`config.mk`:
```
export PLATFORM = sky130hd
export DESIGN_NAME = bct_seq
export DESIGN_NICKNAME = d
export VERILOG_FILES = /design/src/design/bct_pkg.sv /design/src/design/bct_seq.sv
export SDC_FILE = /design/constraint.sdc
export NUM_CORES = 1
export LEC_CHECK = 0
export ABC_CLOCK_PERIOD_IN_PS = 6720
export BUFFER_PORTS_ARGS = -buffer_cell sky130_fd_sc_hd__buf_4
export CAP_MARGIN = 20
export CORE_MARGIN = 4
export CORE_UTILIZATION = 40
export CTS_BUF_LIST = sky130_fd_sc_hd__clkbuf_4
export DETAILED_ROUTE_END_ITERATION = 8
export PLACE_DENSITY = 0.59
export SLEW_MARGIN = 25
export SYNTH_ARGS = -nofsm -noshare
export SYNTH_HDL_FRONTEND = slang
export SYNTH_SLANG_ARGS = --single-unit
export TNS_END_PERCENT = 50
```
`constraint.sdc`:
```
create_clock -name clock -period 6.72 [get_ports clock]
set_input_delay 1.008 -clock clock [delete_from_list [all_inputs] [get_ports clock]]
set_output_delay 1.008 -clock clock [all_outputs]
set_load 0.01 [all_outputs]
```
`src/design/bct_pkg.sv`:
```
`timescale 1ns / 1ps

package bct_pkg;

   localparam int COORD_W    = 32;
   localparam int NUM_COORDS = 4;
   localparam int IDX_W      = 6;
   localparam int STEPS_W    = 6;
   localparam int CNT_W      = 3;

   localparam logic [STEPS_W-1:0] STEPS_RESET = 6'd16;

   typedef enum logic [2:0] {
      ST_IDLE = 3'b001,
      ST_DIV  = 3'b010,
      ST_EMIT = 3'b100
   } seq_state_type;

   // point store control from the sequencer
   typedef struct packed {
      logic             wr;
      logic             cp;
      logic [CNT_W-1:0] slot;
      logic [CNT_W-1:0] src;
   } store_ctl_type;

   // per-sample tag that travels alongside the lanes
   typedef struct packed {
      logic             valid;
      logic [IDX_W-1:0] idx;
      logic             run_end;
   } sample_meta_type;

endpackage

```
`src/design/bct_seq.sv`:
```
`timescale 1ns / 1ps

module bct_seq #(
   parameter int MAX_ORDER = 4,
   parameter int FRAC_BITS = 16
) (
   input  logic                          clock,
   input  logic                          reset,
   input  logic                          start,
   output logic                          busy,
   input  logic                          final_point,
   input  logic                          csr_we,
   input  logic [bct_pkg::STEPS_W-1:0]   csr_wdata,
   output bct_pkg::store_ctl_type        store,
   output logic [bct_pkg::CNT_W-1:0]     npts,
   output logic [FRAC_BITS:0]            t_out,
   output bct_pkg::sample_meta_type      meta
);

   localparam int TW  = FRAC_BITS + 1;
   localparam int DCW = $clog2(FRAC_BITS + 1);
   localparam int NL  = MAX_ORDER - 1;
   localparam int SW  = bct_pkg::STEPS_W;
   localparam int CW  = bct_pkg::CNT_W;
   localparam logic [TW-1:0] T_ONE = TW'(1) << FRAC_BITS;

   bct_pkg::seq_state_type state_ff, state_in;

   logic [SW-1:0]  steps_ff, steps_in;
   logic [CW-1:0]  count_ff, count_in;
   logic [CW-1:0]  npts_ff, npts_in;
   logic           fin_ff, fin_in;
   logic [SW-1:0]  n_ff, n_in;
   logic [DCW-1:0] div_cnt_ff, div_cnt_in;
   logic [SW-1:0]  rem_ff, rem_in;
   logic [TW-1:0]  quo_ff, quo_in;
   logic [SW-1:0]  idx_ff, idx_in;
   logic [TW-1:0]  t_ff, t_in;
   logic [SW-1:0]  tr_ff, tr_in;

   bct_pkg::sample_meta_type meta_ff [NL];
   bct_pkg::sample_meta_type issue;

   logic          accept;
   logic [CW-1:0] slot;
   logic [CW-1:0] cnt_new;
   logic          eval;
   logic [SW:0]   rem_sh;
   logic          qbit;
   logic [SW:0]   tr_sum;
   logic          last;

   assign busy    = (state_ff != bct_pkg::ST_IDLE);
   assign accept  = start && !busy;
   assign slot    = (count_ff >= CW'(MAX_ORDER)) ? CW'(MAX_ORDER - 1) : count_ff;
   assign cnt_new = slot + CW'(1);
   assign eval    = (cnt_new == CW'(MAX_ORDER)) || (final_point && (cnt_new >= CW'(2)));
   assign last    = (state_ff == bct_pkg::ST_EMIT) && (idx_ff == n_ff);

   // restoring divide of 2^FRAC_BITS by steps, one quotient bit a cycle
   assign rem_sh = {rem_ff, (div_cnt_ff == DCW'(FRAC_BITS))};
   assign qbit   = (rem_sh >= {1'b0, n_ff});
   assign tr_sum = {1'b0, tr_ff} + {1'b0, rem_ff};

   always_comb begin
      state_in   = state_ff;
      steps_in   = csr_we ? csr_wdata : steps_ff;
      count_in   = count_ff;
      npts_in    = npts_ff;
      fin_in     = fin_ff;
      n_in       = n_ff;
      div_cnt_in = div_cnt_ff;
      rem_in     = rem_ff;
      quo_in     = quo_ff;
      idx_in     = idx_ff;
      t_in       = t_ff;
      tr_in      = tr_ff;
      unique case (state_ff)
         bct_pkg::ST_IDLE: begin
            if (accept) begin
               if (eval) begin
                  state_in   = bct_pkg::ST_DIV;
                  count_in   = cnt_new;
                  fin_in     = final_point;
                  n_in       = (steps_ff == '0) ? SW'(1) : steps_ff;
                  div_cnt_in = DCW'(FRAC_BITS);
                  rem_in     = '0;
                  quo_in     = '0;
               end else begin
                  count_in = final_point ? '0 : cnt_new;
               end
            end
         end
         bct_pkg::ST_DIV: begin
            rem_in     = qbit ? SW'(rem_sh - {1'b0, n_ff}) : SW'(rem_sh);
            quo_in     = {quo_ff[TW-2:0], qbit};
            div_cnt_in = div_cnt_ff - DCW'(1);
            if (div_cnt_ff == '0) begin
               // degree changes only once the previous run has left the lanes
               state_in = bct_pkg::ST_EMIT;
               npts_in  = count_ff;
               idx_in   = '0;
               t_in     = '0;
               tr_in    = '0;
            end
         end
         bct_pkg::ST_EMIT: begin
            // quo_ff holds the t step, rem_ff its remainder
            idx_in = idx_ff + SW'(1);
            if (tr_sum >= {1'b0, n_ff}) begin
               t_in  = t_ff + quo_ff + TW'(1);
               tr_in = SW'(tr_sum - {1'b0, n_ff});
            end else begin
               t_in  = t_ff + quo_ff;
               tr_in = SW'(tr_sum);
            end
            if (last) begin
               state_in = bct_pkg::ST_IDLE;
               count_in = fin_ff ? '0 : CW'(1);
            end
         end
         default: begin
            state_in = bct_pkg::ST_IDLE;
         end
      endcase
   end

   always_ff @(posedge clock) begin
      if (reset) begin
         state_ff <= bct_pkg::ST_IDLE;
         steps_ff <= bct_pkg::STEPS_RESET;
         count_ff <= '0;
      end else begin
         state_ff <= state_in;
         steps_ff <= steps_in;
         count_ff <= count_in;
      end
      npts_ff    <= npts_in;
      fin_ff     <= fin_in;
      n_ff       <= n_in;
      div_cnt_ff <= div_cnt_in;
      rem_ff     <= rem_in;
      quo_ff     <= quo_in;
      idx_ff     <= idx_in;
      t_ff       <= t_in;
      tr_ff      <= tr_in;
   end

   assign issue.valid   = (state_ff == bct_pkg::ST_EMIT);
   assign issue.idx     = idx_ff;
   assign issue.run_end = (idx_ff == n_ff);

   // tag delay matches the lane depth
   always_ff @(posedge clock) begin
      for (int j = 0; j < NL; j++) begin
         if (reset) begin
            meta_ff[j] <= '0;
         end else if (j == 0) begin
            meta_ff[j] <= issue;
         end else begin
            meta_ff[j] <= meta_ff[j-1];
         end
      end
   end

   assign meta        = meta_ff[NL-1];
   assign t_out       = t_ff;
   assign npts        = npts_ff;
   assign store.wr    = accept;
   assign store.slot  = slot;
   assign store.cp    = last && !fin_ff;
   assign store.src   = npts_ff - CW'(1);

   a_idle_count: assert property (@(posedge clock) disable iff (reset)
      (state_ff == bct_pkg::ST_IDLE) |-> (count_ff < CW'(MAX_ORDER)))
      else $error("point count out of range while idle");

   a_no_eval_stays_idle: assert property (@(posedge clock) disable iff (reset)
      (accept && !eval) |=> (state_ff == bct_pkg::ST_IDLE))
      else $error("item without a segment started an evaluation");

   a_t_bounded: assert property (@(posedge clock) disable iff (reset)
      (state_ff == bct_pkg::ST_EMIT) |-> (t_ff <= T_ONE))
      else $error("t above one");

   a_last_t_one: assert property (@(posedge clock) disable iff (reset)
      last |-> (t_ff == T_ONE))
      else $error("last sample of a run is not at t of one");

   a_first_t_zero: assert property (@(posedge clock) disable iff (reset)
      (state_ff == bct_pkg::ST_EMIT && idx_ff == '0) |-> (t_ff == '0))
      else $error("first sample of a run is not at t of zero");

endmodule

```
---- After elaboration in Yosys (flattened, before gate mapping) ----
Memories as Yosys holds them, arrays and structs flattened.
Index checks and enable logic that the tools add are counted.
storage, ports and cells
  flip-flop bits (word level) ............. 79
  memory bits (writable) .................. 24
  input bits .............................. 11
  output and inout port bits .............. 37
  logic and storage cells ................. 93
  memories kept ........................... 1
cells by class
  add/sub/neg operators ................... 9
  magnitude comparators ................... 4
  equality and inequality tests ........... 11
  muxes and demuxes ....................... 35
  bitwise logic cells ..................... 3
  reductions and logical operators ........ 18
memories
  memory   words  bits a word  read ports  clocked after Yosys merged registers in  write ports  line           source
  meta_ff  3      8            3           0                                        3            bct_seq.sv:41  bct_pkg::sample_meta_type meta_ff [NL];
operators with widths
  operator                                                          count
  17-bit 2-to-1 mux                                                 4
  17-bit one-hot mux with 2 select lines                            2
  6-bit one-hot mux with 2 select lines                             3
  6-bit 2-to-1 mux                                                  5
  3-bit 2-to-1 mux                                                  9
  8-bit 2-to-1 mux                                                  3
  17-bit by 1-bit adder with 17-bit output (second input constant)  1
  17-bit adder                                                      1
  7-bit by 6-bit >= comparator with 1-bit output                    2
  6-bit subtractor                                                  2
  5-bit 2-to-1 mux                                                  2
  5-bit one-hot mux with 2 select lines                             1
  3-bit one-hot mux with 3 select lines                             1
  3-bit AND reduction                                               3
  6-bit by 6-bit adder with 7-bit output                            1
  6-bit by 1-bit adder with 6-bit output (second input constant)    1
  3-bit == test (second input constant)                             2
  6-bit == test                                                     1
  6-bit logical NOT                                                 1
  2-bit != test (second input constant)                             3
  3-bit one-hot mux with 2 select lines                             1
  2-bit nonzero test                                                3
  5-bit == test (second input constant)                             1
  5-bit logical NOT                                                 1
  other kinds (16)                                                  26

---- Longest topological paths before layout ----
Gate-level depths: netlist (run 1).
  depth after elaboration ................. 9
  depth in mapped cells ................... 16

---- Worst setup path after synthesis (run 1) ----
OpenSTA, ideal clock, no wires.
  kind .................................... flip-flop to flip-flop
  start ................................... reg rem_ff[0]
  end ..................................... reg t_ff[2], in the netlist t_out[2] (data pin)
  library setup time ...................... 0.271 ns
  arrival time ............................ 2.892 ns
  data required time ...................... 6.449 ns
  setup slack ............................. 3.557 ns
  cell stages (with the launch flop) ...... 15
  clock period less this slack ............ 3.163 ns
  cells stage by stage .................... edfxtp_1 -> ha_1 -> inv_1 -> fa_1 -> inv_1 -> ha_1 -> nor2b_1 -> o31a_1 -> o21ai_1 -> a31oi_1 -> or2_2 -> clkbuf_1 -> buf_2 -> a21oi_1 -> nor3_1
on the way
  cells in the longest elaborated chain, start to end .. 4
RTL lines
  what                                            line            source
  from (decl)                                     bct_seq.sv:35   logic [SW-1:0] rem_ff, rem_in;
  from (signal assigned)                          bct_seq.sv:142  rem_ff <= rem_in;
  6-bit by 6-bit adder with 7-bit output          bct_seq.sv:63   assign tr_sum = {1'b0, tr_ff} + {1'b0, rem_ff};
  7-bit by 6-bit >= comparator with 1-bit output  bct_seq.sv:110  if (tr_sum >= {1'b0, n_ff}) begin
  17-bit 2-to-1 mux                               bct_seq.sv:110
  17-bit one-hot mux with 2 select lines          bct_seq.sv:78   unique case (state_ff)
  to (signal assigned)                            bct_seq.sv:145  t_ff <= t_in;
  to (decl)                                       bct_seq.sv:38   logic [TW-1:0] t_ff, t_in;
Every way passes these cells.
A chain may end at the register's enable or synchronous reset.

---- Worst setup path after layout (run 1) ----
  start ................................... reg rem_ff[0]
  end ..................................... reg t_ff[15], in the netlist t_out[15] (data pin)
The elaborated chain is that of the path after synthesis.

==> reports/metrics.cfg, run 1 <==
[status]
status = completed

[global_route]
grt_max_degree = 37
grt_overflow = 0
grt_pass1_vias = 3868
grt_pass1_wl_mm = 18.7
grt_antenna_before_repair = 0
grt_usage = 0.143

[setup_path]
r2r_start = rem_ff[0]
required_ps = 7070
worst-setup-path-type = flop to flop
crit_path_end_kind = flop
crit_start = rem_ff[0]
setup.worst_path.start_class = flop
worstPathArrival_ps = 3680
crit_path_max_fanout = 5

[pwr]
power.density_nw_per_um2 = 227
ir_worst_vdd_mv = 0.0946
totalPowerFinal_mw = 1.44
p_leak_nw = 2.60

[worst_hold_path]
worstHoldPathType = flop to flop
min-delay-start = meta_ff[1][1]

[synth]
synth_area_um2 = 5700
synth_top_area_frac = 0.353
ys_seq_elements = 103
synth_area_leaders = edfxtp_1 35%, dfxtp_1 13%, ha_1 9.0%
synth_area_per_cell_um2 = 10.6
synth_cells = 536
yosysSeqAreaShare = 0.480
syn-num-nets = 592
yosysWarnings = 0
synth-edff-count = 67
async_flop_share = 0
synth_flop_cell = edfxtp_1
yosysUniqueCellTypes = 61
synth_largest_area_cell = edfxtp_1

[sta]
worstMarginPinSlew_ps = 730
setup_violations = 0
fin_tns_setup_ps = 0
clock.fmax_mhz = 300
fin_skew_ps = 29.6
slew_headroom = 0.511
final_hold_viol_count = 0
slew_viol_final = 0
period_share = 0.496
rsz0062_at_grt = false
finalCriticalPeriod_ps = 3330

[placement]
hpwl_mm = 7.98
place_area_um2 = 6210
portBuffers = 46
place_inst = 745
place.gp.congestion = 0.869

[cts]
post-cts-setup-buffers = 0
clk_latency_ps = 490
htreeDepth = 3
clkTransAtPathRegs_ps = 160
root_buffer = clkbuf_4
cts_hold_buf = 0
clk_path_buf_depth = 2
cts_tree = done
cts_made_buffers = 9
cts.sinks = 103
ctsResizeCount = 0

[floorplanning]
row_count = 43
die_h_um = 127
dieWidth_um = 127
die-area_um2 = 16200
core_um2 = 13900
ios = 48
start_util = 0.409

[finish]
final_util = 0.454
final_cell_mix = 67 x edfxtp_1, 60 x nor2_1, 50 x buf_4
fin_cells = 761
layout_commonest_cell = edfxtp_1
fin_area_um2 = 6330
n_antenna_cell = 0
drive_above_1_share = 0.150
finalNetCount = 632
nFillCells = 1314
area_growth_pct = 11.2

[drt]
drc = 0
vias_per_cell = 5.11
wl_mm = 10.9
drt_pass1_iterations = 4
ant_nets = 0
wl_per_cell_um = 14.4
drtIter0Drc = 236
num_vias = 3890

[job]
drv_cap = 0

synthesized netlist by cell type (4+ instances only):
master	n
a211oi_1	8
nand3_1	12
o21a_1	5
dfxtp_1	36
a21o_1	7
and3_1	25
o21ai_0	17
edfxtp_1	67
nor3b_1	4
nor3_1	5
clkbuf_1	17
mux2i_1	11
nor2b_1	29
o21bai_1	5
ha_1	41
or2_2	5
inv_1	30
nand4_1	4
nor2_1	60
xnor2_1	26
nand2_1	14
xor2_1	19
fa_1	4
a21oi_1	28
final timing paths:
check | slack [ps] | cells past startpoint | to
hold reg to reg | 460 | 1 | meta_ff[2][1]
hold / removal | 460 | 1 | meta_ff[2][1]
setup reg to reg | 3390 | 13 | t_out[15]
setup / recovery | 3390 | 13 | t_out[15]
metal layers:
| metal | track usage | routed length (um) |
|---|---|---|
| met5 | 0 | 0 |
| met4 | 0.0379 | 103 |
| met3 | 0.0397 | 457 |
| met2 | 0.228 | 5020 |
| met1 | 0.191 | 5350 |
worst max-delay path, cell delays in order, from the launching register on:
cell      delay (ps)
edfxtp_1         450
ha_1             230
inv_1             70
fa_1             420
inv_1            110
ha_1             250
nor2b_1          140
o31a_1           250
o21ai_1          210
a31oi_1          150
o21ai_0          490
nor3_4           110
a31o_1           200
a21oi_1          120
stage by stage:
stage	setup WS [ps]	hold slack, ps
floorplan	3560	414
global placement	3450	420
detailed placement	3370	423
CTS	3370	460
global route	3020	471
finish	3390	458
where the power goes:
part,total (mW),switching (mW),internal (mW)
registers,0.733,0.0229,0.710
clock network,0.308,0.221,0.0867
logic,0.394,0.229,0.165
total,1.44,0.473,0.962
cells by family after synthesis:
| group | after synthesis | synth area share |
|---|---|---|
| AO/OA/AOI/OAI | 104 | 0.125 |
| multiplexers | 11 | 0.0193 |
| XOR/XNOR | 45 | 0.0692 |
| flip-flops | 103 | 0.480 |
| AND/OR/NAND/NOR | 175 | 0.166 |
| other | 2 | 0.00132 |
| adder cells (fa/ha/maj) | 45 | 0.104 |
| buffers and inverters | 51 | 0.0351 |
layout make-up:
type	instances	area, um2	area share
clock buffers	10	75.1	0.0119
clock inverters	6	47.5	0.00751
inverters	30	113	0.0178
multi-input cells	382	2760	0.436
flip-flops and latches	103	2730	0.432
well taps	180	225	0.0356
repair buffers	50	375	0.0593
state kept, by name, summed over array words and instances (netlist names):
| register | cells |
|---|---|
| meta_ff | 24 |
| quo_ff | 17 |
| t_out | 17 |
| idx_ff | 6 |
| n_ff | 6 |
| rem_ff | 6 |
| steps_ff | 6 |
| tr_ff | 6 |
| div_cnt_ff | 5 |
| count_ff | 3 |
| npts | 3 |
| state_ff | 3 |
| fin_ff | 1 |
(Power assumes the default switching activity.)
==> run 2, diff against run 1 <==
- ABC_CLOCK_PERIOD_IN_PS: 6720 -> 2750
- PLACE_DENSITY: 0.59 -> 0.61
- clock period: 6.72 -> 2.75 ns (I/O delays scaled with it)
==> reports/metrics.cfg, run 2 (synthesized netlist as in run 1, its figures left out) <==
[drt]
drc = 0
wl_per_cell_um = 15.2
wl_mm = 13.0
num_vias = 4367
drt_pass1_iterations = 4
vias_per_cell = 5.10
drtIter0Drc = 226
ant_nets = 0

[setup_path]
r2r-end = t_out[16]
r2r_start = tr_ff[0]
rr_worst_depth = 14
worstPathArrival_ps = 3420
r2r_slack_ps = -400
crit_path_end_kind = flop
crit_path_max_fanout = 5
setup.worst_path.start_class = flop
worst-setup-path-type = flop to flop
required_ps = 3020

[sta]
fin_ws_ps = -402
fin_tns_setup_ps = -6950
period_share = 1.15
rsz0062_at_grt = true
fin_skew_ps = 18.9
setup_violations = 23
slew_headroom = 0.600
finalCriticalPeriod_ps = 3150
final_hold_viol_count = 0
slew_viol_final = 0
clock.fmax_mhz = 317
worstMarginPinSlew_ps = 597

[pwr]
power_frac_seq = 0.440
power.density_nw_per_um2 = 552
p_leak_nw = 3.12
ir_worst_vdd_mv = 0.199
power_switching_mw = 1.37
swShare = 0.339
p_comb_frac = 0.367
power_frac_clock = 0.192
internal-power_mw = 2.68

[finish]
final_util = 0.527
largest_reg_flops = 24
max_flop_register = meta_ff
nFillCells = 1230
n_antenna_cell = 0
drive_above_1_share = 0.333
final_cell_mix = 142 x buf_4, 67 x edfxtp_1, 55 x nor2_1
layout_commonest_cell = buf_4
finalNetCount = 727
area_growth_pct = 28.8

[global_route]
grt_max_degree = 37
grt_overflow = 0
grt_antenna_before_repair = 0
grt_pass1_vias = 4586
grt_pass1_wl_mm = 21.5
grt_usage = 0.164

[floorplanning]
die-area_um2 = 16200
row_count = 43
ios = 48
dieWidth_um = 127
start_util = 0.409
die_h_um = 127
core_um2 = 13900

[worst_hold_path]
min_delay_worst_endpoint = fin_ff
holdPathStages = 1
min-delay-start = final_point
worstHoldPathType = primary input to flop

[cts]
cts.sinks = 103
htreeDepth = 3
clk_latency_ps = 490
root_buffer = clkbuf_4
cts_hold_buf = 0
clkTransAtPathRegs_ps = 180
cts_made_buffers = 9
clk_path_buf_depth = 2
cts_tree = done

[placement]
hpwl_mm = 9.07
portBuffers = 46
place.gp.congestion = 0.855
pre_cts_ws_ps = -458

[job]
drv_cap = 0

[status]
violations = setup timing
status = finished, violations left

-- run 2: routing by layer --
metal | share of wire | GRT usage | vias to the layer above
met5 | 0 | 0 | -
met4 | 0.020 | 0.0707 | 0
met3 | 0.033 | 0.0297 | 20
met2 | 0.50 | 0.279 | 75
met1 | 0.45 | 0.203 | 2091
li1 | - | - | 2181
-- run 2: critical path, stage by stage, from the launching register on --
cell	delay, ps
edfxtp_1	380
ha_2	190
inv_2	40
fa_2	390
nor2b_2	140
o31a_1	220
a21oi_2	60
ha_1	320
and3_4	190
nand3_4	80
a31oi_4	220
o21bai_4	110
nor4_4	280
and3_4	260
nor3_2	30
-- run 2: worst max-delay path by stage --
stage	from	endpoint	slack, ps	cells past startpoint
2_1_floorplan	t_out[0]	t_out[16]	-250	10
3_3_place_gp	rem_ff[1]	t_out[16]	-340	13
3_5_place_dp	rem_ff[1]	t_out[16]	-460	13
4_1_cts	rem_ff[0]	t_out[16]	-400	14
5_1_grt	tr_ff[0]	t_out[16]	-520	14
6_report	tr_ff[0]	t_out[16]	-400	14
-- run 2: per-stage QoR --
stage | hold WS, ps | power [mW] | cells | instance area (um2)
floorplan | 414 | 2.64 | 536 | 5780
global placement | 416 | 3.04 | 818 | 6840
detailed placement | 424 | 3.07 | 818 | 6840
CTS | 57.6 | 3.99 | 853 | 7230
global route | 72.2 | 4.30 | 856 | 7340
finish | 115 | 4.05 | 856 | 7340
-- run 2: layout make-up --
class                   instances  area [um2]  area share
well taps                     180         225      0.0307
flip-flops and latches        103        2730       0.372
clock inverters                 7        67.6     0.00921
clock buffers                   9        67.6     0.00921
multi-input cells             382        3020       0.411
inverters                      30         113      0.0153
repair buffers                145        1120       0.152
-- run 2: power by group through the flow --
| stage | clock, mW | sequential [mW] | combinational, mW |
|---|---|---|---|
| final | 0.779 | 1.78 | 1.49 |
| after global routing | 0.879 | 1.79 | 1.62 |
| after CTS | 0.813 | 1.78 | 1.39 |
| after detailed placement | 0 | 1.82 | 1.25 |
| after global placement | 0 | 1.82 | 1.22 |
| after floorplan | 0 | 1.80 | 0.832 |
-- run 2: what timing repair did --
action                                  CTS  global route
gates resized for setup                  22            21
endpoints found under the setup margin   24            59
cloned                                    0             0
buffers inserted                         19             6
pin swaps                                12            12
endpoints found under the hold margin     0             0
